`src/hrfp_pkg.sv`:
```
// Shared types, codes and helper functions of the reply frame parser.
package hrfp_pkg;

    // Result kinds carried on the master tuser.
    localparam logic [1:0] KIND_STORE   = 2'd0;
    localparam logic [1:0] KIND_SUMMARY = 2'd1;
    localparam logic [1:0] KIND_READ    = 2'd2;

    // Table selectors.
    localparam logic [2:0] TAB_ANGLE   = 3'd0;
    localparam logic [2:0] TAB_FORCE   = 3'd1;
    localparam logic [2:0] TAB_CURRENT = 3'd2;
    localparam logic [2:0] TAB_ERROR   = 3'd3;
    localparam logic [2:0] TAB_STATUS  = 3'd4;
    localparam logic [2:0] TAB_NONE    = 3'd5;

    // Register codes found in bytes 5 and 6 of a reply.
    localparam logic [15:0] REG_ANGLE    = 16'd1546;
    localparam logic [15:0] REG_FORCE    = 16'd1582;
    localparam logic [15:0] REG_CURRENT  = 16'd1594;
    localparam logic [15:0] REG_ERROR    = 16'd1606;
    localparam logic [15:0] REG_STATUS   = 16'd1612;
    localparam logic [15:0] REG_ACK_1004 = 16'd1004;
    localparam logic [15:0] REG_ACK_1006 = 16'd1006;
    localparam logic [15:0] REG_ACK_1009 = 16'd1009;
    localparam logic [15:0] REG_ACK_1020 = 16'd1020;
    localparam logic [15:0] REG_ACK_1522 = 16'd1522;
    localparam logic [15:0] REG_ACK_1498 = 16'd1498;

    // Frame classes.
    localparam logic [3:0] CLS_IGNORED  = 4'd0;
    localparam logic [3:0] CLS_ACK_1004 = 4'd6;
    localparam logic [3:0] CLS_ACK_1006 = 4'd7;
    localparam logic [3:0] CLS_ACK_1009 = 4'd8;
    localparam logic [3:0] CLS_ACK_1020 = 4'd9;
    localparam logic [3:0] CLS_ACK_1522 = 4'd10;
    localparam logic [3:0] CLS_ACK_1498 = 4'd11;
    localparam logic [3:0] CLS_OTHER    = 4'd12;

    // First data byte of a reply.
    localparam int unsigned FIRST_DATA = 7;

    typedef struct packed {
        logic [1:0]  kind;
        logic [2:0]  tab;
        logic [2:0]  joint;
        logic [15:0] value;
        logic [3:0]  cls;
        logic        last;
    } t_result;

    // Fold a 16-bit word: values above 0x8000 become 65536 minus the value.
    function automatic logic [15:0] fold16(input logic [15:0] v);
        logic [15:0] neg;
        neg = (~v) + 16'd1;
        return v[15] ? neg : v;
    endfunction

    function automatic logic [2:0] table_of(input logic [15:0] code);
        logic [2:0] t;
        case (code)
            REG_ANGLE:   t = TAB_ANGLE;
            REG_FORCE:   t = TAB_FORCE;
            REG_CURRENT: t = TAB_CURRENT;
            REG_ERROR:   t = TAB_ERROR;
            REG_STATUS:  t = TAB_STATUS;
            default:     t = TAB_NONE;
        endcase
        return t;
    endfunction

    function automatic logic [3:0] class_of(input logic [15:0] code);
        logic [3:0] c;
        case (code)
            REG_ANGLE, REG_FORCE, REG_CURRENT, REG_ERROR, REG_STATUS:
                c = {1'b0, table_of(code)} + 4'd1;
            REG_ACK_1004: c = CLS_ACK_1004;
            REG_ACK_1006: c = CLS_ACK_1006;
            REG_ACK_1009: c = CLS_ACK_1009;
            REG_ACK_1020: c = CLS_ACK_1020;
            REG_ACK_1522: c = CLS_ACK_1522;
            REG_ACK_1498: c = CLS_ACK_1498;
            default:      c = CLS_OTHER;
        endcase
        return c;
    endfunction

endpackage

```
`src/hand_reply_frame_parser.sv`:
```
// Reply frame parser: byte stream in, stored values, frame summaries and read data out.
// Each result is written into the result queue when its beat is accepted.
// One beat per cycle while the queue has room; a beat that yields a stored value and
// a summary puts two master beats into a four-entry result queue.
// Input ready drops while the queue has fewer than two free entries.
// Reset (synchronous, active low) clears frame state, the queue, all tables and
// sets device_id to 1.
module hand_reply_frame_parser #(
    parameter int MAX_FRAME = 1024,
    parameter int JOINTS    = 6
) (
    input  logic        i_clk,
    input  logic        i_rst_n,
    // config
    input  logic        i_cfg_we,
    input  logic [7:0]  i_cfg_wdata,      // device_id
    // slave side
    input  logic        i_s_axis_tvalid,
    output logic        o_s_axis_tready,
    input  logic [15:0] i_s_axis_tdata,   // rx_byte[7:0], table_sel[10:8], joint_sel[13:11]
    input  logic        i_s_axis_tlast,   // frame_end
    input  logic [0:0]  i_s_axis_tuser,   // mode
    // master side
    output logic        o_m_axis_tvalid,
    input  logic        i_m_axis_tready,
    output logic [31:0] o_m_axis_tdata,   // table_res[2:0], joint[5:3], value[21:6],
                                          // frame_class[25:22]
    output logic        o_m_axis_tlast,   // is_last
    output logic [1:0]  o_m_axis_tuser    // kind
);

    localparam int PW  = $clog2(MAX_FRAME + 1);
    localparam int VW  = $clog2(JOINTS + 1);
    localparam int JIW = (JOINTS > 1) ? $clog2(JOINTS) : 1;

    // Configuration.
    logic [7:0] r_device_id;

    // Frame state.
    logic [PW-1:0] r_pos,        n_pos;
    logic          r_id_ok,      n_id_ok;
    logic [15:0]   r_code,       n_code;
    logic [VW-1:0] r_taken,      n_taken;
    logic [7:0]    r_low_byte,   n_low_byte;
    logic [15:0]   r_pend_value, n_pend_value;
    logic          r_pend_valid, n_pend_valid;

    // Tables.
    logic [15:0] r_angle   [JOINTS];
    logic [15:0] r_force   [JOINTS];
    logic [15:0] r_current [JOINTS];
    logic [7:0]  r_error   [JOINTS];
    logic [7:0]  r_status  [JOINTS];

    // Result queue.
    hrfp_pkg::t_result r_q [4];
    logic [1:0] r_wp, n_wp;
    logic [1:0] r_rp, n_rp;
    logic [2:0] r_cnt, n_cnt;

    logic        s_accept;
    logic        m_pop;
    logic        in_mode;
    logic [7:0]  in_byte;
    logic [2:0]  in_tab;
    logic [2:0]  in_joint;
    logic [2:0]  cur_tab;
    logic        pos_live;
    logic        store_go;
    logic [15:0] rd_value;
    logic        res0_v, res1_v;
    hrfp_pkg::t_result res0, res1, store_res, sum_res;
    hrfp_pkg::t_result q_head;

    assign s_accept = i_s_axis_tvalid & o_s_axis_tready;
    assign m_pop    = o_m_axis_tvalid & i_m_axis_tready;
    assign in_mode  = i_s_axis_tuser[0];
    assign in_byte  = i_s_axis_tdata[7:0];
    assign in_tab   = i_s_axis_tdata[10:8];
    assign in_joint = i_s_axis_tdata[13:11];

    // Accept only with room for the two results a beat can cause.
    assign o_s_axis_tready = (r_cnt <= 3'd2);

    assign q_head          = r_q[r_rp];
    assign o_m_axis_tvalid = (r_cnt != 3'd0);
    assign o_m_axis_tuser  = q_head.kind;
    assign o_m_axis_tlast  = q_head.last;
    assign o_m_axis_tdata  = {6'd0, q_head.cls, q_head.value, q_head.joint, q_head.tab};

    assign cur_tab  = hrfp_pkg::table_of(r_code);
    assign pos_live = (r_pos < PW'(MAX_FRAME));
    // Commit the pending value when a later byte of the same frame shows up.
    assign store_go = pos_live && r_pend_valid && r_id_ok && (cur_tab != hrfp_pkg::TAB_NONE)
                      && (r_taken < VW'(JOINTS));

    // Read mux; out-of-range table or joint reads zero.
    always_comb begin
        rd_value = 16'd0;
        if ({1'b0, in_joint} < 4'(JOINTS)) begin
            case (in_tab)
                hrfp_pkg::TAB_ANGLE:   rd_value = r_angle[in_joint[JIW-1:0]];
                hrfp_pkg::TAB_FORCE:   rd_value = r_force[in_joint[JIW-1:0]];
                hrfp_pkg::TAB_CURRENT: rd_value = r_current[in_joint[JIW-1:0]];
                hrfp_pkg::TAB_ERROR:   rd_value = {8'd0, r_error[in_joint[JIW-1:0]]};
                hrfp_pkg::TAB_STATUS:  rd_value = {8'd0, r_status[in_joint[JIW-1:0]]};
                default:               rd_value = 16'd0;
            endcase
        end
    end

    // Per-beat frame parsing.
    always_comb begin
        n_pos        = r_pos;
        n_id_ok      = r_id_ok;
        n_code       = r_code;
        n_taken      = r_taken;
        n_low_byte   = r_low_byte;
        n_pend_value = r_pend_value;
        n_pend_valid = r_pend_valid;
        res0_v       = 1'b0;
        res1_v       = 1'b0;

        store_res.kind  = hrfp_pkg::KIND_STORE;
        store_res.tab   = cur_tab;
        store_res.joint = 3'(r_taken);
        store_res.value = r_pend_value;
        store_res.cls   = {1'b0, cur_tab} + 4'd1;
        store_res.last  = ~i_s_axis_tlast;

        sum_res.kind  = hrfp_pkg::KIND_SUMMARY;
        sum_res.tab   = 3'd0;
        sum_res.joint = 3'd0;
        sum_res.value = 16'd0;
        sum_res.cls   = hrfp_pkg::CLS_IGNORED;
        sum_res.last  = 1'b1;

        res0 = store_res;
        res1 = sum_res;

        if (in_mode) begin
            res0.kind  = hrfp_pkg::KIND_READ;
            res0.tab   = in_tab;
            res0.joint = in_joint;
            res0.value = rd_value;
            res0.cls   = hrfp_pkg::CLS_IGNORED;
            res0.last  = 1'b1;
            res0_v     = 1'b1;
        end else begin
            if (pos_live) begin
                if (store_go) begin
                    n_taken = r_taken + VW'(1);
                end
                n_pend_valid = 1'b0;
                if (r_pos == PW'(2)) begin
                    n_id_ok = (in_byte == r_device_id);
                end else if (r_pos == PW'(5)) begin
                    n_code = {8'd0, in_byte};
                end else if (r_pos == PW'(6)) begin
                    n_code = hrfp_pkg::fold16({in_byte, r_code[7:0]});
                end else if (r_pos >= PW'(hrfp_pkg::FIRST_DATA) && r_id_ok
                             && cur_tab != hrfp_pkg::TAB_NONE) begin
                    if (cur_tab <= hrfp_pkg::TAB_CURRENT) begin
                        // Odd positions hold the low byte of a pair.
                        if (r_pos[0]) begin
                            n_low_byte = in_byte;
                        end else begin
                            n_pend_value = hrfp_pkg::fold16({in_byte, r_low_byte});
                            n_pend_valid = 1'b1;
                        end
                    end else begin
                        n_pend_value = {8'd0, in_byte};
                        n_pend_valid = 1'b1;
                    end
                end
                n_pos = r_pos + PW'(1);
            end

            if (i_s_axis_tlast) begin
                if (n_id_ok && n_pos >= PW'(hrfp_pkg::FIRST_DATA)) begin
                    sum_res.cls = hrfp_pkg::class_of(n_code);
                end
                // Drop all per-frame state at the end mark.
                n_pos        = '0;
                n_id_ok      = 1'b0;
                n_code       = 16'd0;
                n_taken      = '0;
                n_low_byte   = 8'd0;
                n_pend_value = 16'd0;
                n_pend_valid = 1'b0;
            end

            if (store_go) begin
                res0   = store_res;
                res0_v = 1'b1;
                res1   = sum_res;
                res1_v = i_s_axis_tlast;
            end else begin
                res0   = sum_res;
                res0_v = i_s_axis_tlast;
            end
        end
    end

    // Queue pointers.
    always_comb begin
        n_wp  = r_wp;
        n_rp  = r_rp;
        n_cnt = r_cnt;
        if (s_accept) begin
            n_wp  = r_wp + {1'b0, res0_v} + {1'b0, res1_v};
            n_cnt = n_cnt + {2'd0, res0_v} + {2'd0, res1_v};
        end
        if (m_pop) begin
            n_rp  = r_rp + 2'd1;
            n_cnt = n_cnt - 3'd1;
        end
    end

    always_ff @(posedge i_clk) begin
        if (!i_rst_n) begin
            r_device_id  <= 8'd1;
            r_pos        <= '0;
            r_id_ok      <= 1'b0;
            r_code       <= 16'd0;
            r_taken      <= '0;
            r_low_byte   <= 8'd0;
            r_pend_value <= 16'd0;
            r_pend_valid <= 1'b0;
            r_wp         <= 2'd0;
            r_rp         <= 2'd0;
            r_cnt        <= 3'd0;
            for (int k = 0; k < JOINTS; k++) begin
                r_angle[k]   <= 16'd0;
                r_force[k]   <= 16'd0;
                r_current[k] <= 16'd0;
                r_error[k]   <= 8'd0;
                r_status[k]  <= 8'd0;
            end
        end else begin
            if (i_cfg_we) begin
                r_device_id <= i_cfg_wdata;
            end
            r_wp  <= n_wp;
            r_rp  <= n_rp;
            r_cnt <= n_cnt;
            if (s_accept && !in_mode) begin
                r_pos        <= n_pos;
                r_id_ok      <= n_id_ok;
                r_code       <= n_code;
                r_taken      <= n_taken;
                r_low_byte   <= n_low_byte;
                r_pend_value <= n_pend_value;
                r_pend_valid <= n_pend_valid;
                if (store_go) begin
                    case (cur_tab)
                        hrfp_pkg::TAB_ANGLE:   r_angle[r_taken[JIW-1:0]]   <= r_pend_value;
                        hrfp_pkg::TAB_FORCE:   r_force[r_taken[JIW-1:0]]   <= r_pend_value;
                        hrfp_pkg::TAB_CURRENT: r_current[r_taken[JIW-1:0]] <= r_pend_value;
                        hrfp_pkg::TAB_ERROR:   r_error[r_taken[JIW-1:0]]   <= r_pend_value[7:0];
                        hrfp_pkg::TAB_STATUS:  r_status[r_taken[JIW-1:0]]  <= r_pend_value[7:0];
                        default: ;
                    endcase
                end
            end
        end
    end

    // Result queue payload; no reset needed.
    always_ff @(posedge i_clk) begin
        if (s_accept && res0_v) begin
            r_q[r_wp] <= res0;
        end
        if (s_accept && res1_v) begin
            r_q[r_wp + 2'd1] <= res1;
        end
    end

`ifndef SYNTHESIS
    a_cnt_max: assert property (@(posedge i_clk) disable iff (!i_rst_n)
        r_cnt <= 3'd4)
        else $error("result queue overflow");

    a_read_result: assert property (@(posedge i_clk) disable iff (!i_rst_n)
        (s_accept && in_mode) |=> o_m_axis_tvalid)
        else $error("read beat left no result");

    a_frame_clear: assert property (@(posedge i_clk) disable iff (!i_rst_n)
        (s_accept && !in_mode && i_s_axis_tlast) |=> (r_pos == '0 && !r_pend_valid))
        else $error("frame state not cleared at end mark");

    a_taken_cap: assert property (@(posedge i_clk) disable iff (!i_rst_n)
        r_taken <= VW'(JOINTS))
        else $error("too many values taken");

    a_pend_pos: assert property (@(posedge i_clk) disable iff (!i_rst_n)
        r_pend_valid |-> (r_pos >= PW'(hrfp_pkg::FIRST_DATA + 1)))
        else $error("pending value before data bytes");
`endif

endmodule

```
`config.mk`:
```
export PLATFORM = sky130hd
export DESIGN_NAME = hand_reply_frame_parser
export DESIGN_NICKNAME = d
export VERILOG_FILES = /design/src/hrfp_pkg.sv /design/src/hand_reply_frame_parser.sv
export SDC_FILE = /design/constraint.sdc
export NUM_CORES = 1
export LEC_CHECK = 0
export BUFFER_PORTS_ARGS = -buffer_cell sky130_fd_sc_hd__buf_4
export CORE_ASPECT_RATIO = 0.5
export CORE_MARGIN = 2
export CORE_UTILIZATION = 44
export CTS_CLUSTER_DIAMETER = 50
export CTS_CLUSTER_SIZE = 10
export DETAILED_ROUTE_END_ITERATION = 8
export PLACE_DENSITY = 0.66
export SYNTH_ARGS = -nofsm -noshare
export SYNTH_HDL_FRONTEND = slang
export SYNTH_SLANG_ARGS = --single-unit
```
`constraint.sdc`:
```
create_clock -name i_clk -period 6.7 [get_ports i_clk]
set_clock_uncertainty 0.05 [all_clocks]
set_input_delay 1.005 -clock i_clk [delete_from_list [all_inputs] [get_ports i_clk]]
set_output_delay 1.005 -clock i_clk [all_outputs]
set_load 0.01 [all_outputs]
```
* Word level (Yosys, flattened, before mapping) *
Memory sizes are Yosys's and may differ from the RTL's. A register that Yosys moved wholly into a read port is not among the register bits.
Cells that the tools add are included.

word-level totals
  register bits after elaboration = 71
  latch bits = 0
  memory bits (writable) = 500
  memory bits (read-only) = 0
  input bits = 31
  word-level logic and storage cells = 216
  memories kept = 6

cells by class
  add/subtract/negate cells = 13
  $mul = 0
  div/mod/pow operators = 0
  $lt $le $gt $ge = 7
  equality and inequality tests = 33
  shifts and indexed selects = 0
  muxes and demuxes = 110
  bitwise gates (word level) = 6
  reduce and logical (&&, ||, !) cells = 30

memories
  name       depth  bits a word  read ports  clocked after memory_dff  wr ports  RTL line                       source
  r_q        4      29           1           1                         2         hand_reply_frame_parser.sv:56  hrfp_pkg::t_result r_q [4];
  r_angle    6      16           1           0                         6         hand_reply_frame_parser.sv:49  logic [15:0] r_angle [JOINTS];
  r_current  6      16           1           0                         6         hand_reply_frame_parser.sv:51  logic [15:0] r_current [JOINTS];
  r_force    6      16           1           0                         6         hand_reply_frame_parser.sv:50  logic [15:0] r_force [JOINTS];
  r_error    6      8            1           0                         6         hand_reply_frame_parser.sv:52  logic [7:0] r_error [JOINTS];
  r_status   6      8            1           0                         6         hand_reply_frame_parser.sv:53  logic [7:0] r_status [JOINTS];

operators by type and width
  cell                                                                count
  2-to-1 mux 16 bit                                                   20
  equality test 16 x 11 -> 1 bit, second input constant               12
  2-to-1 mux 8 bit                                                    10
  case mux 16 bit (5 select lines)                                    1
  equality test 16 x 10 -> 1 bit, second input constant               4
  2-to-1 mux 1 bit                                                    51
  OR reduction 16 bit                                                 3
  2-to-1 mux 3 bit                                                    14
  2-to-1 mux 11 bit                                                   3
  adder 16 x 1 -> 16 bit, second input constant                       2
  NOT 16 bit                                                          2
  case mux 3 bit (5 select lines)                                     2
  2-to-1 mux 29 bit                                                   1
  2-to-1 mux 28 bit                                                   1
  case mux 4 bit (7 select lines)                                     1
  equality test 11 x 3 -> 1 bit, second input constant                2
  greater-or-equal comparator 11 x 3 -> 1 bit, second input constant  2
  OR reduction 8 bit                                                  2
  equality test 3 x 2 -> 1 bit, second input constant                 4
  adder 11 x 1 -> 11 bit, second input constant                       1
  equality test 11 x 2 -> 1 bit, second input constant                1
  < comparator 11 bit, second input constant                          1
  logical AND 1 bit                                                   10
  2-to-1 mux 5 bit                                                    2
  27 further kinds                                                    47

* Longest topological paths before layout *
  depth in word-level cells = 20
  gate-level depth with buffers = 19
  depth with buffers taken out = 18

* Worst setup path before layout *
Ideal clock, no wire load.

  kind = reg2reg
  start point = register r_code[15]
  end point = register r_cnt[2]
  library setup time = 0.115 ns
  data arrival time = 4.052 ns
  data required time = 6.535 ns
  path slack = 2.483 ns
  cell stages (with the launch flop) = 18
  path buffers = 1
  cell sequence = dfxtp_1 > or4_1 > nor4_2 > o2111ai_1 > ha_1 > a21o_1 > nor2_1 > and2_1 > clkbuf_1 > inv_1 > fa_1 > inv_1 > ha_1 > mux2i_1 > ha_1 > nand2_1 > xor2_1 > and2_1

on the way
  word-level cells in the longest chain between the ends = 12
  elaborated cells on any way between the ends = 18
  classes of those cells = add/sub: 3; eq/ne: 6; mux: 7; reduce/logical: 2

ends and longest elaborated chain
  what                               RTL line                        source
  start, declared                    hand_reply_frame_parser.sv:42   logic [15:0] r_code, n_code;
  start signal, assigned             hand_reply_frame_parser.sv:250  r_code <= n_code;
  equality test 16 x 11 -> 1 bit     hrfp_pkg.sv:61                  case (code)
  case mux 3 bit (5 select lines) *  hrfp_pkg.sv:61
  != test 3 bit *                    hand_reply_frame_parser.sv:94   assign store_go = pos_live && r_pend_valid && r_id_ok && (cur_tab != hrfp_pkg::TAB_NONE)
  logical AND 1 bit *                hand_reply_frame_parser.sv:94
  logical AND 1 bit *                hand_reply_frame_parser.sv:95   && (r_taken < VW'(JOINTS));
  2-to-1 mux 1 bit                   hand_reply_frame_parser.sv:193  if (store_go) begin
  2-to-1 mux 1 bit                   hand_reply_frame_parser.sv:141  if (in_mode) begin
  adder 3 x 1 -> 3 bit               hand_reply_frame_parser.sv:212  n_cnt = n_cnt + {2'd0, res0_v} + {2'd0, res1_v};
  adder 3 x 1 -> 3 bit *             hand_reply_frame_parser.sv:212
  2-to-1 mux 3 bit *                 hand_reply_frame_parser.sv:210  if (s_accept) begin
  subtractor 3 x 1 -> 3 bit          hand_reply_frame_parser.sv:216  n_cnt = n_cnt - 3'd1;
  2-to-1 mux 3 bit *                 hand_reply_frame_parser.sv:214  if (m_pop) begin
  end signal, assigned               hand_reply_frame_parser.sv:246  r_cnt <= n_cnt;
  end, declared                      hand_reply_frame_parser.sv:59   logic [2:0] r_cnt, n_cnt;

Every way passes the cells marked *; elsewhere a longest branch is shown, timed or not.
A chain may end at the register's enable or synchronous reset.

* Worst setup path after layout *
Same ends and word-level chain as after synthesis.

==> results.md <==
* Number of synthesized flops with an enable pin at 528
* Synth unique cells at 78
* Die area at 75100 um^2
* Port buffer count at 59
* Max cap viols at 0
* CTS Buffer Depth at 3
* Post-synthesis cell count at 2589
* Status: finished, final reports clean
* Crit path max fanout at 13
* PwrDens at 297 nW/um^2
* CP startpoint kind: flop
* Drc violations at 0
* Root buf cell: clkbuf_16
* Final Instance Area at 35900 um^2
* Fin. max-slew vios at 0
* Layout area overhead at 12.2%
* Worst Max-Slew Pin Slew at 1.13 ns
* VDD IR-drop max at 0.221 mV
* Height of the die at 195 um
* Routed via count at 21400
* Async S/R FF share, synth at 0
* Hold Crit Class: flop to flop
* # rows at 69
* Final total power at 10.7 mW
* Initial Util at 0.448
* Fill cell total of the finished layout at 6175
* Core ar. at 71500 um^2
* Largest cells by area after synthesis: edfxtp_1 (50%), mux4_2 (11%), dfxtp_1 (11%)
* FF+latch count, synth at 701
* Vias in the first global route at 20900
* Vias per Instance at 5.80
* Placer Congestion at 0.898
* Fmax at 217 MHz
* Worst Path Arrival at 5.06 ns
* DR WL/cell at 23.0 um
* Post-CTS Hold Fix Bufs at 0
* Gr usage total at 0.226
* Sequential share of the synthesized area at 0.603
* DR WL met2 at 38.9 mm
* CTS Buf Count at 81
* CTS tree: yes
* Antenna viol nets, final at 0
* Routed WL at 84.9 mm
* Detailed Place HPWL at 52.7 mm
* Post-Syn Area at 32000 um^2
* Dpl cells at 3579
* Reg power frac at 0.487
* Clk sinks at 701
* Fin. Hold Viols at 0
* Initial DRT Pass Iterations at 5
* Share of layout cells above drive strength 1 at 0.137
* H-tree levels at 3
* Combinational fraction of design power at 0.143
* Relative slew margins at 0.246
* Final net count at 2752
* Most frequent cells after synthesis: edfxtp_1 (528), nor2_1 (376), nand2_1 (247), dfxtp_1 (173), mux4_2 (157)
* Met1 wire length at 35.4 mm
* Cts repair resizes at 0
* RSZ-0062 raised after global routing: false
* Clock-pin slew on the worst setup and hold paths at 0.06 ns
* Leak at 12.7 nW
* Die W at 386 um
* Mapped Avg Cell Area at 12.4 um^2
* Sw frac at 0.248
* Setup bufs post-CTS at 0
* Final worst path period share at 0.689
* WL met3 at 8.70 mm
* N_diodes at 0
* Power Internal at 8.03 mW
* Post-synth top area share at 0.495
* # setup viols final at 0
* Top_reg_cell synth: edfxtp_1
* Clock power frac at 0.369
* DR iter-0 viols at 2607
* Final TNS setup at 0 ns
* Final min period at 4.62 ns
* Finished Layout Cells at 3693
* Endpoint type of the worst setup path: flop
* Synthesis Warnings at 0
* First-pass GRT wire length at 129 mm
* Most common cell in the netlist: edfxtp_1
* Gr ovfl total at 0
* Yosys top cell by area: edfxtp_1
* Pin count of the biggest net entering global routing at 109
* I/O pins at 68
* Initial antenna violation count at 0
* Switching power at 2.65 mW
* Clk_lat worst skew at 0.62 ns
* Critical Path RT at 7.15 ns
* Max layer used: met4
* Crit Path Class: flop to flop
* Area post-placement at 33700 um^2
-- critical path, cell delays in order (launching register included) --
cell	delay, ns
dfxtp_1	0.31
or4_1	0.58
nor4_2	0.42
o2111ai_1	0.37
ha_1	0.37
a21o_1	0.37
nor2_1	0.20
and2_1	0.33
inv_1	0.11
fa_1	0.39
inv_1	0.06
ha_1	0.21
mux2i_1	0.19
ha_1	0.17
nand2_1	0.06
xor2_1	0.16
and2_1	0.15
-- power groups by stage --
stage	Combinational [mW]	Clock, mW	Sequential, mW
final	1.53	3.94	5.20
after global routing	1.64	4.15	5.24
after CTS	1.54	3.99	5.20
after detailed placement	1.53	0	5.28
after global placement	1.52	0	5.26
after floorplan	1.02	0	5.22
-- layout by cell type, fill, tap and decap left out, drive strengths merged, types with 12 or more instances in the layout --
master    n
nand3b   12
and3     69
a21boi   16
dfxtp   173
o22ai    74
mux2i    83
nor2    378
clkbuf  108
inv      88
a211oi   24
and2     38
xnor2    29
nor3     39
a21oi    60
a22oi    14
o21ai   113
nand4    15
nand2   247
nand3    41
edfxtp  528
nor2b    42
buf      98
conb    134
or3      16
mux4    157
ha       15
-- metal layers --
layer | GRT usage | vias to the layer above
met5 | 0 | -
met4 | 0.0576 | 0
met3 | 0.0524 | 123
met2 | 0.354 | 980
met1 | 0.319 | 10700
li1 | - | 9607
-- flip-flops by register name, summed over array words and instances (netlist names), 2 cells and up, named ones only --
register and count:
r_angle 128, r_cnt 3, r_code 16, r_current 128
r_device_id 8, r_error 64, r_force 128, r_low_byte 8
r_pend_value 16, r_pos 11, r_q 116, r_rp 2
r_status 64, r_taken 3, r_wp 2
-- stage by stage --
step / hold WS [ns] / setup slack [ns] / utilization
3_3_place_gp: 0.381 / 1.93 / 0.471
4_1_cts: 0.399 / 2.10 / 0.503
3_5_place_dp: 0.387 / 1.94 / 0.471
5_1_grt: 0.426 / 1.72 / 0.503
2_1_floorplan: 0.370 / 2.48 / -
6_report: 0.399 / 2.08 / 0.503
-- cell families (layout without fill, tap and decap cells) --
logic type                 Yosys count  count (layout)  synth area share
buffers and inverters              286             299            0.0350
adders and majority gates           17              17           0.00711
other                                1             134          0.000117
DFF                                701             701             0.603
AOI/OAI and AO/OA                  357             357            0.0698
xor gates and xnor gates            39              39            0.0107
muxes                              241             241             0.137
and+or+nand+nor                    947             947             0.137
-- final cells by class --
| cell class | instances | area, um^2 | share of cell area |
|---|---|---|---|
| sequential | 701 | 19300 | 0.537 |
| clock inverter | 7 | 80.1 | 0.00223 |
| clock buffer | 107 | 2170 | 0.0603 |
| tap | 958 | 1200 | 0.0333 |
| inverter | 86 | 323 | 0.00898 |
| multi-input combinational | 1735 | 12100 | 0.337 |
| timing repair buffer | 99 | 753 | 0.0210 |
-- path summary, 6_finish.rpt --
| path | startpoint | endpoint | slack, ns | cells after the start |
|---|---|---|---|---|
| hold / removal | r_q[3][22]$_SDFFE_PP0P_ | r_q[3][22]$_SDFFE_PP0P_ | 0.40 | 2 |
| setup / recovery | r_code[15]$_SDFFE_PN0P_ | r_cnt[2]$_SDFF_PN0_ | 2.08 | 16 |
| setup reg to reg | r_code[15]$_SDFFE_PN0P_ | r_cnt[2]$_SDFF_PN0_ | 2.08 | 16 |
| hold reg to reg | r_q[3][22]$_SDFFE_PP0P_ | r_q[3][22]$_SDFFE_PP0P_ | 0.40 | 2 |
No activity file was read; power rests on OpenSTA's default activity.
